$ cat config.mk
export PLATFORM = sky130hd
export DESIGN_NAME = fixed_step_tick_accumulator_unit
export DESIGN_NICKNAME = d
export VERILOG_FILES = /design/src/rtl/fsta_pkg.sv /design/src/rtl/fsta_div_step.sv /design/src/rtl/fsta_core.sv /design/src/rtl/fixed_step_tick_accumulator_unit.sv
export SDC_FILE = /design/constraint.sdc
export NUM_CORES = 1
export LEC_CHECK = 0
export BUFFER_PORTS_ARGS = -buffer_cell sky130_fd_sc_hd__buf_4
export CORE_MARGIN = 2
export CORE_UTILIZATION = 60
export DETAILED_ROUTE_END_ITERATION = 10
export HOLD_SLACK_MARGIN = 0.02
export PLACE_DENSITY = 0.89
export SYNTH_ARGS = -nofsm -noshare
export SYNTH_HDL_FRONTEND = slang
export SYNTH_SLANG_ARGS = --single-unit
$ cat constraint.sdc
create_clock -name clk_i -period 15.4 [get_ports clk_i]
set_input_delay 0.77 -clock clk_i [delete_from_list [all_inputs] [get_ports clk_i]]
set_output_delay 0.77 -clock clk_i [all_outputs]
set_load 0.01 [all_outputs]
$ cat src/rtl/fsta_pkg.sv
// Package for the fixed-step tick accumulator.
// Holds widths, register indexes, reset values, the sequencer state type and
// the control bundle. No dependencies.
package fsta_pkg;

  // Accumulator width in bits; any value from 32 to 64 is supported.
  localparam int AccBits = 40;

  localparam int StepW  = 20;
  localparam int MaxW   = 8;
  localparam int FracW  = 16;
  localparam int MsW    = 16;
  localparam int CntW32 = 32;
  localparam int SimW   = 48;
  localparam int UsPerMs = 1000;
  localparam int AddW   = MsW + 10;
  localparam int UsedW  = StepW + MaxW;
  localparam int IterMax = (AccBits > FracW) ? AccBits : FracW;
  localparam int CntW   = $clog2(IterMax + 1);

  // APB register map: one word per register.
  localparam int PaddrW = 3;
  localparam int PdataW = 32;
  localparam logic RegStep = 1'b0;
  localparam logic RegMax  = 1'b1;

  localparam logic [StepW-1:0] StepReset = StepW'(16667);
  localparam logic [MaxW-1:0]  MaxReset  = MaxW'(5);

  typedef enum logic [2:0] {
    ST_IDLE,
    ST_ADD,
    ST_DIV,
    ST_GRANT,
    ST_UPDATE,
    ST_FRAC,
    ST_DONE
  } fsta_state_e;

  // Per-state controls of the sequencer.
  typedef struct packed {
    logic accept;
    logic load_acc;
    logic div_run;
    logic grant;
    logic update;
    logic frac_run;
    logic deliver;
  } fsta_ctl_t;

endpackage

$ cat src/rtl/fsta_div_step.sv
// One restoring division step, shared by the tick quotient and the fraction.
// Depends on fsta_pkg for the step width.
module fsta_div_step (
  input  logic [fsta_pkg::StepW-1:0] part_rem_i,
  input  logic                       bit_i,
  input  logic [fsta_pkg::StepW-1:0] divisor_i,
  output logic [fsta_pkg::StepW-1:0] part_rem_o,
  output logic                       q_bit_o
);
  import fsta_pkg::*;

  logic [StepW:0]   trial;
  logic [StepW+1:0] diff;

  // Shift in one dividend bit and subtract the divisor where it fits.
  assign trial   = {part_rem_i, bit_i};
  assign diff    = {1'b0, trial} - {2'b00, divisor_i};
  assign q_bit_o = ~diff[StepW+1];
  assign part_rem_o = q_bit_o ? diff[StepW-1:0] : trial[StepW-1:0];

endmodule

$ cat src/rtl/fsta_core.sv
// Sequencer, state registers and result register of the tick accumulator.
// Depends on fsta_pkg and instantiates the shared step unit fsta_div_step.
module fsta_core (
  input  logic                       clk_i,
  input  logic                       rst_ni,
  input  logic                       in_valid_i,
  output logic                       in_stall_o,
  input  logic                       func_i,
  input  logic [fsta_pkg::MsW-1:0]   elapsed_ms_i,
  input  logic [fsta_pkg::StepW-1:0] step_i,
  input  logic [fsta_pkg::MaxW-1:0]  max_i,
  output logic                       out_valid_o,
  input  logic                       out_stall_i,
  output logic                       tick_granted_o,
  output logic [fsta_pkg::MaxW-1:0]  pending_ticks_o,
  output logic [fsta_pkg::FracW-1:0] interpolation_q16_o,
  output logic [fsta_pkg::CntW32-1:0] frames_seen_o,
  output logic [fsta_pkg::CntW32-1:0] ticks_total_o,
  output logic [fsta_pkg::SimW-1:0]  simulated_us_o
);
  import fsta_pkg::*;

  fsta_state_e state_q, state_d;
  fsta_ctl_t   ctl;

  logic [AccBits-1:0] acc_q;
  logic [AccBits-1:0] div_sh_q;
  logic [StepW-1:0]   rem_q;
  logic [CntW-1:0]    cnt_q;
  logic [AddW-1:0]    add_q;
  logic [MaxW-1:0]    pend_q;
  logic [MaxW-1:0]    ticks_q;
  logic [UsedW-1:0]   used_q;
  logic [FracW-1:0]   frac_q;
  logic [CntW32-1:0]  frames_q;
  logic [CntW32-1:0]  ticks_tot_q;
  logic [SimW-1:0]    sim_q;
  logic               granted_q;

  logic               out_valid_q;
  logic               out_granted_q;
  logic [MaxW-1:0]    out_pend_q;
  logic [FracW-1:0]   out_frac_q;
  logic [CntW32-1:0]  out_frames_q;
  logic [CntW32-1:0]  out_ticks_q;
  logic [SimW-1:0]    out_sim_q;

  logic [StepW-1:0]   step_eff;
  logic [AccBits:0]   sum;
  logic [MaxW-1:0]    ticks;
  logic               quot_small;
  logic               step_bit;
  logic [StepW-1:0]   step_rem;
  logic               step_q_bit;
  logic               out_free;

  // A step of zero counts as one microsecond.
  assign step_eff = (step_i == '0) ? StepW'(1) : step_i;

  // Sum of accumulator and new microseconds, with a carry bit for saturation.
  assign sum = {1'b0, acc_q} + (AccBits + 1)'(add_q);

  // Quotient clamped to the configured maximum.
  assign quot_small = (div_sh_q[AccBits-1:MaxW] == '0) && (div_sh_q[MaxW-1:0] < max_i);
  assign ticks      = quot_small ? div_sh_q[MaxW-1:0] : max_i;

  assign out_free = ~out_valid_q | ~out_stall_i;

  // Shared divider step: dividend bits while dividing the accumulator,
  // zeros while forming the fraction.
  assign step_bit = ctl.div_run ? div_sh_q[AccBits-1] : 1'b0;

  fsta_div_step u_div_step (
    .part_rem_i (rem_q),
    .bit_i      (step_bit),
    .divisor_i  (step_eff),
    .part_rem_o (step_rem),
    .q_bit_o    (step_q_bit)
  );

  // Next state.
  always_comb begin
    state_d = state_q;
    unique case (state_q)
      ST_IDLE: begin
        if (in_valid_i) state_d = func_i ? ST_DONE : ST_ADD;
      end
      ST_ADD:    state_d = ST_DIV;
      ST_DIV: begin
        if (cnt_q == '0) state_d = ST_GRANT;
      end
      ST_GRANT:  state_d = ST_UPDATE;
      ST_UPDATE: state_d = ST_FRAC;
      ST_FRAC: begin
        if (cnt_q == '0) state_d = ST_DONE;
      end
      ST_DONE: begin
        if (out_free) state_d = ST_IDLE;
      end
      default:   state_d = ST_IDLE;
    endcase
  end

  // Controls for each state.
  always_comb begin
    ctl = '0;
    unique case (state_q)
      ST_IDLE:   ctl.accept   = in_valid_i;
      ST_ADD:    ctl.load_acc = 1'b1;
      ST_DIV:    ctl.div_run  = 1'b1;
      ST_GRANT:  ctl.grant    = 1'b1;
      ST_UPDATE: ctl.update   = 1'b1;
      ST_FRAC:   ctl.frac_run = 1'b1;
      ST_DONE:   ctl.deliver  = out_free;
      default:   ctl = '0;
    endcase
  end

  assign in_stall_o = (state_q != ST_IDLE);

  always_ff @(posedge clk_i or negedge rst_ni) begin
    if (!rst_ni) begin
      state_q <= ST_IDLE;
    end else begin
      state_q <= state_d;
    end
  end

  // Architectural state of the accumulator.
  always_ff @(posedge clk_i or negedge rst_ni) begin
    if (!rst_ni) begin
      acc_q       <= '0;
      pend_q      <= '0;
      frac_q      <= '0;
      frames_q    <= '0;
      ticks_tot_q <= '0;
      sim_q       <= '0;
      granted_q   <= 1'b0;
    end else begin
      if (ctl.accept) begin
        if (func_i) begin
          granted_q <= (pend_q != '0);
          if (pend_q != '0) pend_q <= pend_q - MaxW'(1);
        end else begin
          granted_q <= 1'b0;
          frames_q  <= frames_q + CntW32'(1);
        end
      end
      if (ctl.load_acc) begin
        acc_q <= sum[AccBits] ? '1 : sum[AccBits-1:0];
      end
      if (ctl.grant) begin
        pend_q <= ticks;
      end
      if (ctl.update) begin
        acc_q       <= acc_q - AccBits'(used_q);
        ticks_tot_q <= ticks_tot_q + CntW32'(ticks_q);
        sim_q       <= sim_q + SimW'(used_q);
      end
      if (ctl.frac_run) begin
        frac_q <= {frac_q[FracW-2:0], step_q_bit};
      end
    end
  end

  // Working registers of the divider sequence.
  always_ff @(posedge clk_i or negedge rst_ni) begin
    if (!rst_ni) begin
      cnt_q <= '0;
    end else begin
      if (ctl.load_acc) begin
        cnt_q <= CntW'(AccBits - 1);
      end else if (ctl.update) begin
        cnt_q <= CntW'(FracW - 1);
      end else if ((ctl.div_run || ctl.frac_run) && (cnt_q != '0)) begin
        cnt_q <= cnt_q - CntW'(1);
      end
    end
  end

  always_ff @(posedge clk_i) begin
    if (ctl.accept) begin
      add_q <= AddW'(elapsed_ms_i) * AddW'(UsPerMs);
    end
    if (ctl.load_acc) begin
      div_sh_q <= sum[AccBits] ? '1 : sum[AccBits-1:0];
      rem_q    <= '0;
    end
    if (ctl.div_run) begin
      div_sh_q <= {div_sh_q[AccBits-2:0], step_q_bit};
      rem_q    <= step_rem;
    end
    if (ctl.frac_run) begin
      rem_q <= step_rem;
    end
    if (ctl.grant) begin
      ticks_q <= ticks;
      used_q  <= UsedW'(ticks) * UsedW'(step_eff);
    end
  end

  // Result register: holds one finished transaction for the consumer.
  always_ff @(posedge clk_i or negedge rst_ni) begin
    if (!rst_ni) begin
      out_valid_q <= 1'b0;
    end else if (ctl.deliver) begin
      out_valid_q <= 1'b1;
    end else if (!out_stall_i) begin
      out_valid_q <= 1'b0;
    end
  end

  always_ff @(posedge clk_i) begin
    if (ctl.deliver) begin
      out_granted_q <= granted_q;
      out_pend_q    <= pend_q;
      out_frac_q    <= frac_q;
      out_frames_q  <= frames_q;
      out_ticks_q   <= ticks_tot_q;
      out_sim_q     <= sim_q;
    end
  end

  assign out_valid_o         = out_valid_q;
  assign tick_granted_o      = out_granted_q;
  assign pending_ticks_o     = out_pend_q;
  assign interpolation_q16_o = out_frac_q;
  assign frames_seen_o       = out_frames_q;
  assign ticks_total_o       = out_ticks_q;
  assign simulated_us_o      = out_sim_q;

endmodule

$ cat src/rtl/fixed_step_tick_accumulator_unit.sv
// Top level of the fixed-step tick accumulator: APB register file and core.
// Depends on fsta_pkg and instantiates fsta_core.
//
// A frame transaction (func 0) adds elapsed_ms as microseconds to a
// saturating accumulator, grants up to the configured maximum of fixed
// ticks, removes them and reports the leftover as a Q0.16 fraction of a
// step; a poll transaction (func 1) hands out one pending tick. Every
// transaction gives exactly one result. A poll passes the done state to the
// result register; a frame first passes add, divide, grant, update and fraction
// states, one shared restoring divider step running 40 times for the tick
// quotient and 16 times for the fraction. One transaction is in work at a
// time; a finished result waits in the output register while the next is
// accepted. The user must write configuration only while idle; the block does not enforce it.
module fixed_step_tick_accumulator_unit (
  input  logic                         clk_i,
  input  logic                         rst_ni,
  input  logic                         psel,
  input  logic                         penable,
  input  logic                         pwrite,
  input  logic [fsta_pkg::PaddrW-1:0]  paddr,
  input  logic [fsta_pkg::PdataW-1:0]  pwdata,
  output logic [fsta_pkg::PdataW-1:0]  prdata,
  output logic                         pready,
  input  logic                         in_valid_i,
  output logic                         in_stall_o,
  input  logic                         func_i,
  input  logic [fsta_pkg::MsW-1:0]     elapsed_ms_i,
  output logic                         out_valid_o,
  input  logic                         out_stall_i,
  output logic                         tick_granted_o,
  output logic [fsta_pkg::MaxW-1:0]    pending_ticks_o,
  output logic [fsta_pkg::FracW-1:0]   interpolation_q16_o,
  output logic [fsta_pkg::CntW32-1:0]  frames_seen_o,
  output logic [fsta_pkg::CntW32-1:0]  ticks_total_o,
  output logic [fsta_pkg::SimW-1:0]    simulated_us_o
);
  import fsta_pkg::*;

  logic [StepW-1:0] step_q;
  logic [MaxW-1:0]  max_q;
  logic             reg_sel;
  logic             wr_en;

  assign pready  = 1'b1;
  assign reg_sel = paddr[2];
  assign wr_en   = psel & penable & pwrite & pready;

  // Configuration registers.
  always_ff @(posedge clk_i or negedge rst_ni) begin
    if (!rst_ni) begin
      step_q <= StepReset;
      max_q  <= MaxReset;
    end else if (wr_en) begin
      unique case (reg_sel)
        RegStep: step_q <= pwdata[StepW-1:0];
        RegMax:  max_q  <= pwdata[MaxW-1:0];
        default: step_q <= step_q;
      endcase
    end
  end

  // Read back.
  always_comb begin
    unique case (reg_sel)
      RegStep: prdata = PdataW'(step_q);
      RegMax:  prdata = PdataW'(max_q);
      default: prdata = '0;
    endcase
  end

  fsta_core u_core (
    .clk_i               (clk_i),
    .rst_ni              (rst_ni),
    .in_valid_i          (in_valid_i),
    .in_stall_o          (in_stall_o),
    .func_i              (func_i),
    .elapsed_ms_i        (elapsed_ms_i),
    .step_i              (step_q),
    .max_i               (max_q),
    .out_valid_o         (out_valid_o),
    .out_stall_i         (out_stall_i),
    .tick_granted_o      (tick_granted_o),
    .pending_ticks_o     (pending_ticks_o),
    .interpolation_q16_o (interpolation_q16_o),
    .frames_seen_o       (frames_seen_o),
    .ticks_total_o       (ticks_total_o),
    .simulated_us_o      (simulated_us_o)
  );

endmodule

==> out/results.txt, run 1 <==
Clk root buf -> clkbuf_16
Fin util -> 0.6829
Slew @ Worst Pin -> 1.116 ns
Post-synthesis cell type count -> 98
Starting Density -> 0.6084
Row cnt -> 83
Post-route setup TNS -> 0 ns
ANT cells -> 0
Synth warn -> 0
Startpoint Class -> register
DRT Pass-1 Iters -> 5
Post-DP HPWL -> 56910 microns
Register area share after synthesis -> 0.4173
Number of flops mapped to enable cells by yosys -> 256
Most common cell after layout, fill and taps aside -> nor2_1
Gate Count Post-Synth -> 3011
Max_slew headroom -> 0.2558
#FFs+latches synth -> 471
# IOs -> 231
CTS resizes -> 0
Post-Syn Area -> 31340 sq um
Vias in the first global route -> 23200
Final setup skew -> 0.03184 ns
Critical Path RT -> 15.73 ns
Worst-Skew Late Latency -> 0.62 ns
Total Wirelength -> 77040 microns
Tmin final -> 8.045 ns
Die area -> 54070 sq um
WP data arrival -> 8.37 ns
Max-Cap Viols -> 0
GRT Util Overall -> 0.2890
Critical Path Sink Type -> register
Largest net degree at the start of global routing -> 86
Period utilization -> 0.5224
Final setup vio count -> 0
GPL Wtd Cong -> 0.9958
Via count -> 23880
First-pass GRT wire length -> 123100 microns
Max Slew Vio Count -> 0
Outcome -> complete, no violations
Pwr/cell area -> 216.5 nW/um^2
Core area -> 51510 sq um
DR vias/cell -> 6.101
Clk pin slew, worst setup/hold paths -> 0.06 ns
Slowest stage delay, CP -> 0.59 ns
RSZ-0062 raised after global routing -> no
Post-DRT Antenna Nets -> 0
Critical path class -> reg2reg
Port Buffers -> 203
Worst-path fanout max -> 18
Hold Path Class -> in2async
Top FF cell, synth -> edfxtp_1
CTS max path bufs -> 3
Clock buffers created by TritonCTS -> 48
Most frequent cells in the layout -> nor2_1, edfxtp_1, nand2_1
CTS tree -> built
Max frequency -> 0.1243 GHz
Starting DRC count in detailed routing -> 2257
Initial antenna violation count -> 0
Syn_area_per_cell -> 10.41 sq um
Placed cell areas -> 33520 sq um
Postcts setup bufs -> 0
Endpoints failing hold -> 0
CTS sink cnt -> 471
Die X-Extent -> 232.5 microns
Slowest CP cell -> fa_1
Pleak -> 15.37 nW
Remaining DRCs -> 0
Drt wl/cell -> 19.68 microns
Peak supply drop -> 0.3205 mV
Fin area -> 35180 sq um
Final #Nets -> 3640
Hold WS -> 0.1439 ns
Chip Height -> 232.5 microns
GRT Residual Overflow -> 0
CTS Hold Bufs -> 0
Async S/R FF share, synth -> 0.4565
Area delta synth->final -> 12.25%
Htree depth -> 2
Layout cell share with drive strength beyond 1 -> 0.1286
Most frequent cell on the critical path -> inv_1
[state kept, by name, summed over array words and instances (netlist names), 3 cells and up]
register                    flops
u_core.state_q                  3
step_q                         20
u_core.sim_q                   48
u_core.interpolation_q16_o     16
max_q                           8
u_core.pend_q                   8
u_core.frac_q                  16
u_core.add_q                   23
u_core.frames_seen_o           32
u_core.simulated_us_o          48
u_core.ticks_total_o           32
u_core.div_sh_q                40
u_core.frames_q                32
u_core.pending_ticks_o          8
u_core.used_q                  28
u_core.ticks_q                  8
u_core.acc_q                   40
u_core.cnt_q                    6
u_core.rem_q                   20
u_core.ticks_tot_q             32
[kinds of logic (layout without fill, tap and decap cells)]
kind of cell / after synthesis / in the layout / share of synthesized area
other: 2 / 13 / 0.0002396
buffers and inverters: 368 / 580 / 0.04687
and+or+nand+nor: 874 / 874 / 0.1296
muxes: 61 / 61 / 0.02136
adders and majority gates: 387 / 387 / 0.1945
xor gates and xnor gates: 212 / 212 / 0.05925
AOI/OAI and AO/OA: 636 / 636 / 0.1308
DFF: 471 / 471 / 0.4173
[worst paths after layout]
kind | from | endpoint | slack [ns] | cells past startpoint
hold reg to reg | u_core.frac_q[15]$_DFFE_PN0P_ | u_core.interpolation_q16_o[15]$_DFFE_PP_ | 0.47 | 0
setup / recovery | max_q[7]$_DFFE_PN0P_ | u_core.used_q[24]$_DFFE_PP_ | 7.35 | 26
max in group asynchronous | rst_ni | step_q[16]$_DFFE_PN0P_ | 13.80 | 2
hold / removal | rst_ni | u_core.ticks_tot_q[23]$_DFFE_PN0P_ | 0.14 | 1
setup reg to reg | max_q[7]$_DFFE_PN0P_ | u_core.used_q[24]$_DFFE_PP_ | 7.35 | 26
min in group clk_i | pwdata[17] | step_q[17]$_DFFE_PN0P_ | 0.39 | 2
[cells in the mapped netlist, types with 18 or more instances]
cell type / number / area share
o211ai_1: 18 / 0.0043
o21ai_0: 143 / 0.023
nand2_1: 253 / 0.030
a21o_1: 59 / 0.014
nor4_1: 25 / 0.0050
xnor2_1: 139 / 0.039
ha_1: 220 / 0.088
o22ai_1: 21 / 0.0042
and3_1: 41 / 0.0082
nand2b_1: 28 / 0.0056
a31oi_1: 32 / 0.0064
mux2_2: 47 / 0.017
nand4_1: 36 / 0.0072
a21oi_1: 173 / 0.028
inv_1: 245 / 0.029
o21a_1: 26 / 0.0062
nor2_1: 305 / 0.037
a211oi_1: 25 / 0.0060
nor3_1: 39 / 0.0062
nand3_1: 51 / 0.0081
dfrtp_1: 207 / 0.17
nor2b_1: 22 / 0.0044
edfxtp_1: 256 / 0.25
clkbuf_1: 73 / 0.0087
xor2_1: 73 / 0.020
fa_1: 167 / 0.11
[worst max-delay path, delay by kind of cell (launching register included)]
kind	cells	cell delay, ns
compound gates	7	1.82
fa+ha+maj	6	2.72
buf+inv	6	0.78
flops	1	0.44
mux	2	0.48
simple gates	5	1.50
[power by group]
group	switching [mW]	internal, mW
Clock	0.513	0.705
Combinational	2.61	1.89
Sequential	0.203	1.69
Total	3.33	4.29
[final cells by class]
class / count / area (sq um)
Multi-Input combinational cell: 2183 / 16880
Fill cell: 3759 / 16330
Sequential cell: 471 / 13080
Timing Repair Buffer: 230 / 1734
Clock buffer: 67 / 1386
Inverter: 260 / 975.9
Tap cell: 680 / 850.8
Clock inverter: 23 / 271.5
[routing by layer]
metal	up-vias	wire length [microns]	global-route usage
li1	10940	-	-
met1	11580	31220	0.3951
met2	1146	35380	0.4567
met3	205	7026	0.05478
met4	0	3409	0.1182
met5	-	0	0
[stage by stage]
stage,total power [mW],setup slack [ns],std cells
final,7.617,7.355,3914
after global placement,6.139,7.743,3824
after detailed placement,6.283,7.602,3824
after CTS,7.546,7.506,3914
after floorplan,5.272,7.134,3022
after global routing,8.207,7.090,3914
(Power assumes the default switching activity.)
==> run 2, diff against run 1 <==
Settings changed: ABC_AREA from default to 1, CORE_UTILIZATION 60 to 56, PLACE_DENSITY 0.89 to 0.88.
Clock period 15.4 ns to 7 ns, I/O delays scaled along.
==> run 2 against run 1 <==
  * Total power increased to 2.7 times the previous value
  * Worst hold slack got worse by 0.097 ns
  * Worst setup slack got worse by 6.9 ns
  * Sequential share of layout area decreased by 2.6 points
  * Wire length increased by 16%
  * Clock skew decreased by 0.0065 ns
  * Maximum frequency increased by 22%
  * Critical path type unchanged
  * Synthesized cell count increased by 32%
  * Design area increased by 7.4%
  * Highest routed layer unchanged
  * Sequential power increased to 2.7 times the previous value
  * Area after synthesis increased by 7.3%
  * Clock power increased by 120%
==> out/results.txt, run 2 <==
Gate Count Post-Synth -> 3979
Core area -> 59240 sq um
Max-Cap Viols -> 0
GRT Util Overall -> 0.2882
Max frequency -> 0.1518 GHz
Synth area leaders -> edfxtp_1, dfrtp_1, nand2_1
Number of flops mapped to enable cells by yosys -> 256
RSZ-0062 raised after global routing -> no
Outcome -> complete, no violations
WP data arrival -> 6.95 ns
Die X-Extent -> 249.1 microns
Clk pin slew, worst setup/hold paths -> 0.06 ns
Post-route setup TNS -> 0 ns
Fill cells -> 4847
Post-DRT Antenna Nets -> 0
Register area share after synthesis -> 0.3889
Min-delay src -> pwdata[10]
Pleak -> 17.92 nW
Total Wirelength -> 89020 microns
Clk root buf -> clkbuf_16
Chip Height -> 249.1 microns
Remaining DRCs -> 0
Area delta synth->final -> 12.32%
Max_slew headroom -> 0.1657
Synth top area share -> 0.2286
Worst Hold End -> step_q[10]$_DFFE_PN0P_
Fin util -> 0.6376
DRT Pass-1 Iters -> 9
# IOs -> 231
CTS resizes -> 0
Period utilization -> 0.9412
Top post-synthesis cells by count -> nand2_1, inv_1, nor2_1, edfxtp_1, a21oi_1
Placed cell count -> 4901
Top FF cell, synth -> edfxtp_1
Critical Path Sink Type -> register
GRT Residual Overflow -> 0
Slew @ Worst Pin -> 1.248 ns
Synth warn -> 0
Startpoint Class -> register
Most common cell after layout, fill and taps aside -> nand2_1
Hold depth -> 3
Placed cell areas -> 35950 sq um
Reg2Reg Setup Slack -> 0.41 ns
Htree depth -> 2
Syn_area_per_cell -> 8.451 sq um
ANT cells -> 0
Hold Path Class -> in2reg
Vias in the first global route -> 27920
Drt wl/cell -> 17.78 microns
Port Buffers -> 203
CTS max path bufs -> 3
Most frequent cells in the layout -> nand2_1, inv_1, nor2_1
Critical path class -> reg2reg
Post-synthesis cell type count -> 58
Final setup vio count -> 0
Max Slew Vio Count -> 0
Critical Path RT -> 7.37 ns
Post-Syn Area -> 33630 sq um
Layout cell share with drive strength beyond 1 -> 0.08408
Via count -> 28210
Endpoints failing hold -> 0
First-pass GRT wire length -> 143800 microns
Post-DP HPWL -> 68770 microns
Worst-path fanout max -> 15
Worst reg2reg endpoint -> u_core.used_q[23]$_DFFE_PP_
Worst-Skew Late Latency -> 0.61 ns
Async S/R FF share, synth -> 0.4565
Starting Density -> 0.5676
Tmin final -> 6.589 ns
Largest net degree at the start of global routing -> 124
Most numerous cell in the Yosys netlist -> nand2_1
Row cnt -> 89
Fin area -> 37770 sq um
#FFs+latches synth -> 471
GPL Wtd Cong -> 1.010
Die area -> 62030 sq um
DR vias/cell -> 5.633
Pwr/cell area -> 535.6 nW/um^2
R2R cell count -> 26
CTS sink cnt -> 471
Initial antenna violation count -> 0
Hold WS -> 0.04700 ns
Final #Nets -> 4642
Final setup skew -> 0.02532 ns
Largest area contributor in the netlist -> edfxtp_1
CTS tree -> built
Peak supply drop -> 0.4473 mV
Worst reg2reg path startpoint -> u_core.div_sh_q[27]$_DFFE_PP_
Clock buffers created by TritonCTS -> 51
Non-filler cells, final -> 5007
Starting DRC count in detailed routing -> 2596
==> run 2: area by class of cell <==
cell class                      count  area [sq um]  area share
Multi-Input combinational cell   2871         18080      0.4788
Timing Repair Buffer              238          1857     0.04916
Clock inverter                     23         230.2    0.006095
Sequential cell                   471         13080      0.3462
Clock buffer                       68          1443     0.03819
Inverter                          563          2113     0.05595
Tap cell                          773         967.2     0.02561
==> run 2: kinds of logic (layout without fill, tap and decap cells) <==
| group | after synthesis | count (layout) | share of synthesized area |
|---|---|---|---|
| fa+ha+maj | 387 | 387 | 0.1813 |
| xor+xnor | 183 | 183 | 0.04766 |
| flops | 471 | 471 | 0.3889 |
| simple gates | 1733 | 1733 | 0.2172 |
| compound gates | 554 | 554 | 0.08911 |
| mux | 1 | 1 | 0.0002977 |
| buf+inv | 648 | 892 | 0.07531 |
| other cells | 2 | 13 | 0.0002233 |
==> run 2: worst max-delay path by stage <==
stage / slack, ns / from / endpoint
6_report: 0.41 / u_core.div_sh_q[27]$_DFFE_PP_ / u_core.used_q[23]$_DFFE_PP_
5_1_grt: 0.03 / u_core.div_sh_q[27]$_DFFE_PP_ / u_core.used_q[23]$_DFFE_PP_
4_1_cts: 0.45 / u_core.div_sh_q[27]$_DFFE_PP_ / u_core.used_q[23]$_DFFE_PP_
3_5_place_dp: 0.45 / u_core.div_sh_q[27]$_DFFE_PP_ / u_core.used_q[23]$_DFFE_PP_
3_3_place_gp: 0.61 / u_core.div_sh_q[39]$_DFFE_PP_ / u_core.used_q[23]$_DFFE_PP_
2_1_floorplan: 1.21 / max_q[2]$_DFFE_PN1P_ / u_core.used_q[23]$_DFFE_PP_
==> run 2: layer usage <==
metal  vias to the layer above  global-route usage  routed length (microns)
li1                      13440                   -                        -
met3                       210             0.05664                     8426
met5                         -                   0                        0
met2                      1298              0.4764                    41200
met4                         0             0.09294                     3011
met1                     13260              0.3839                    36380
==> run 2: where the power goes <==
group / switching, mW / total (mW) / internal [mW]
sequential: 0.791 / 5.15 / 4.36
combinational: 7.99 / 12.4 / 4.38
clock: 1.15 / 2.71 / 1.56
==> run 2: through the flow <==
stage                     power (mW)  worst slack, ns
after floorplan                13.93            1.212
after global placement         16.98           0.6107
after detailed placement       17.33           0.4544
after CTS                      20.13           0.4492
after global routing           22.09          0.02686
final                          20.23           0.4115
==> run 2: what timing repair did <==
action,CTS,global route
setup buffers,0,0
hold buffers,15,0
hold endpoints to repair,102,0
==> run 2: critical path, stage by stage, from the launching register on <==
cell and delay, ns:
edfxtp_1 0.39, nor4_1 0.36, nand4_1 0.26, nor2_1 0.35
nand3_2 0.35, nand2_1 0.19, o21ai_2 0.11, inv_1 0.30
nand2_1 0.15, fa_1 0.52, fa_1 0.50, inv_1 0.06
fa_1 0.53, inv_1 0.05, fa_1 0.52, inv_1 0.04
ha_1 0.34, nand2_1 0.08, inv_1 0.04, a21oi_1 0.35
o21ai_0 0.20, a21oi_1 0.23, o21ai_0 0.17, nand2_1 0.11
nand2_1 0.05, nand2_1 0.06, nand2_1 0.04
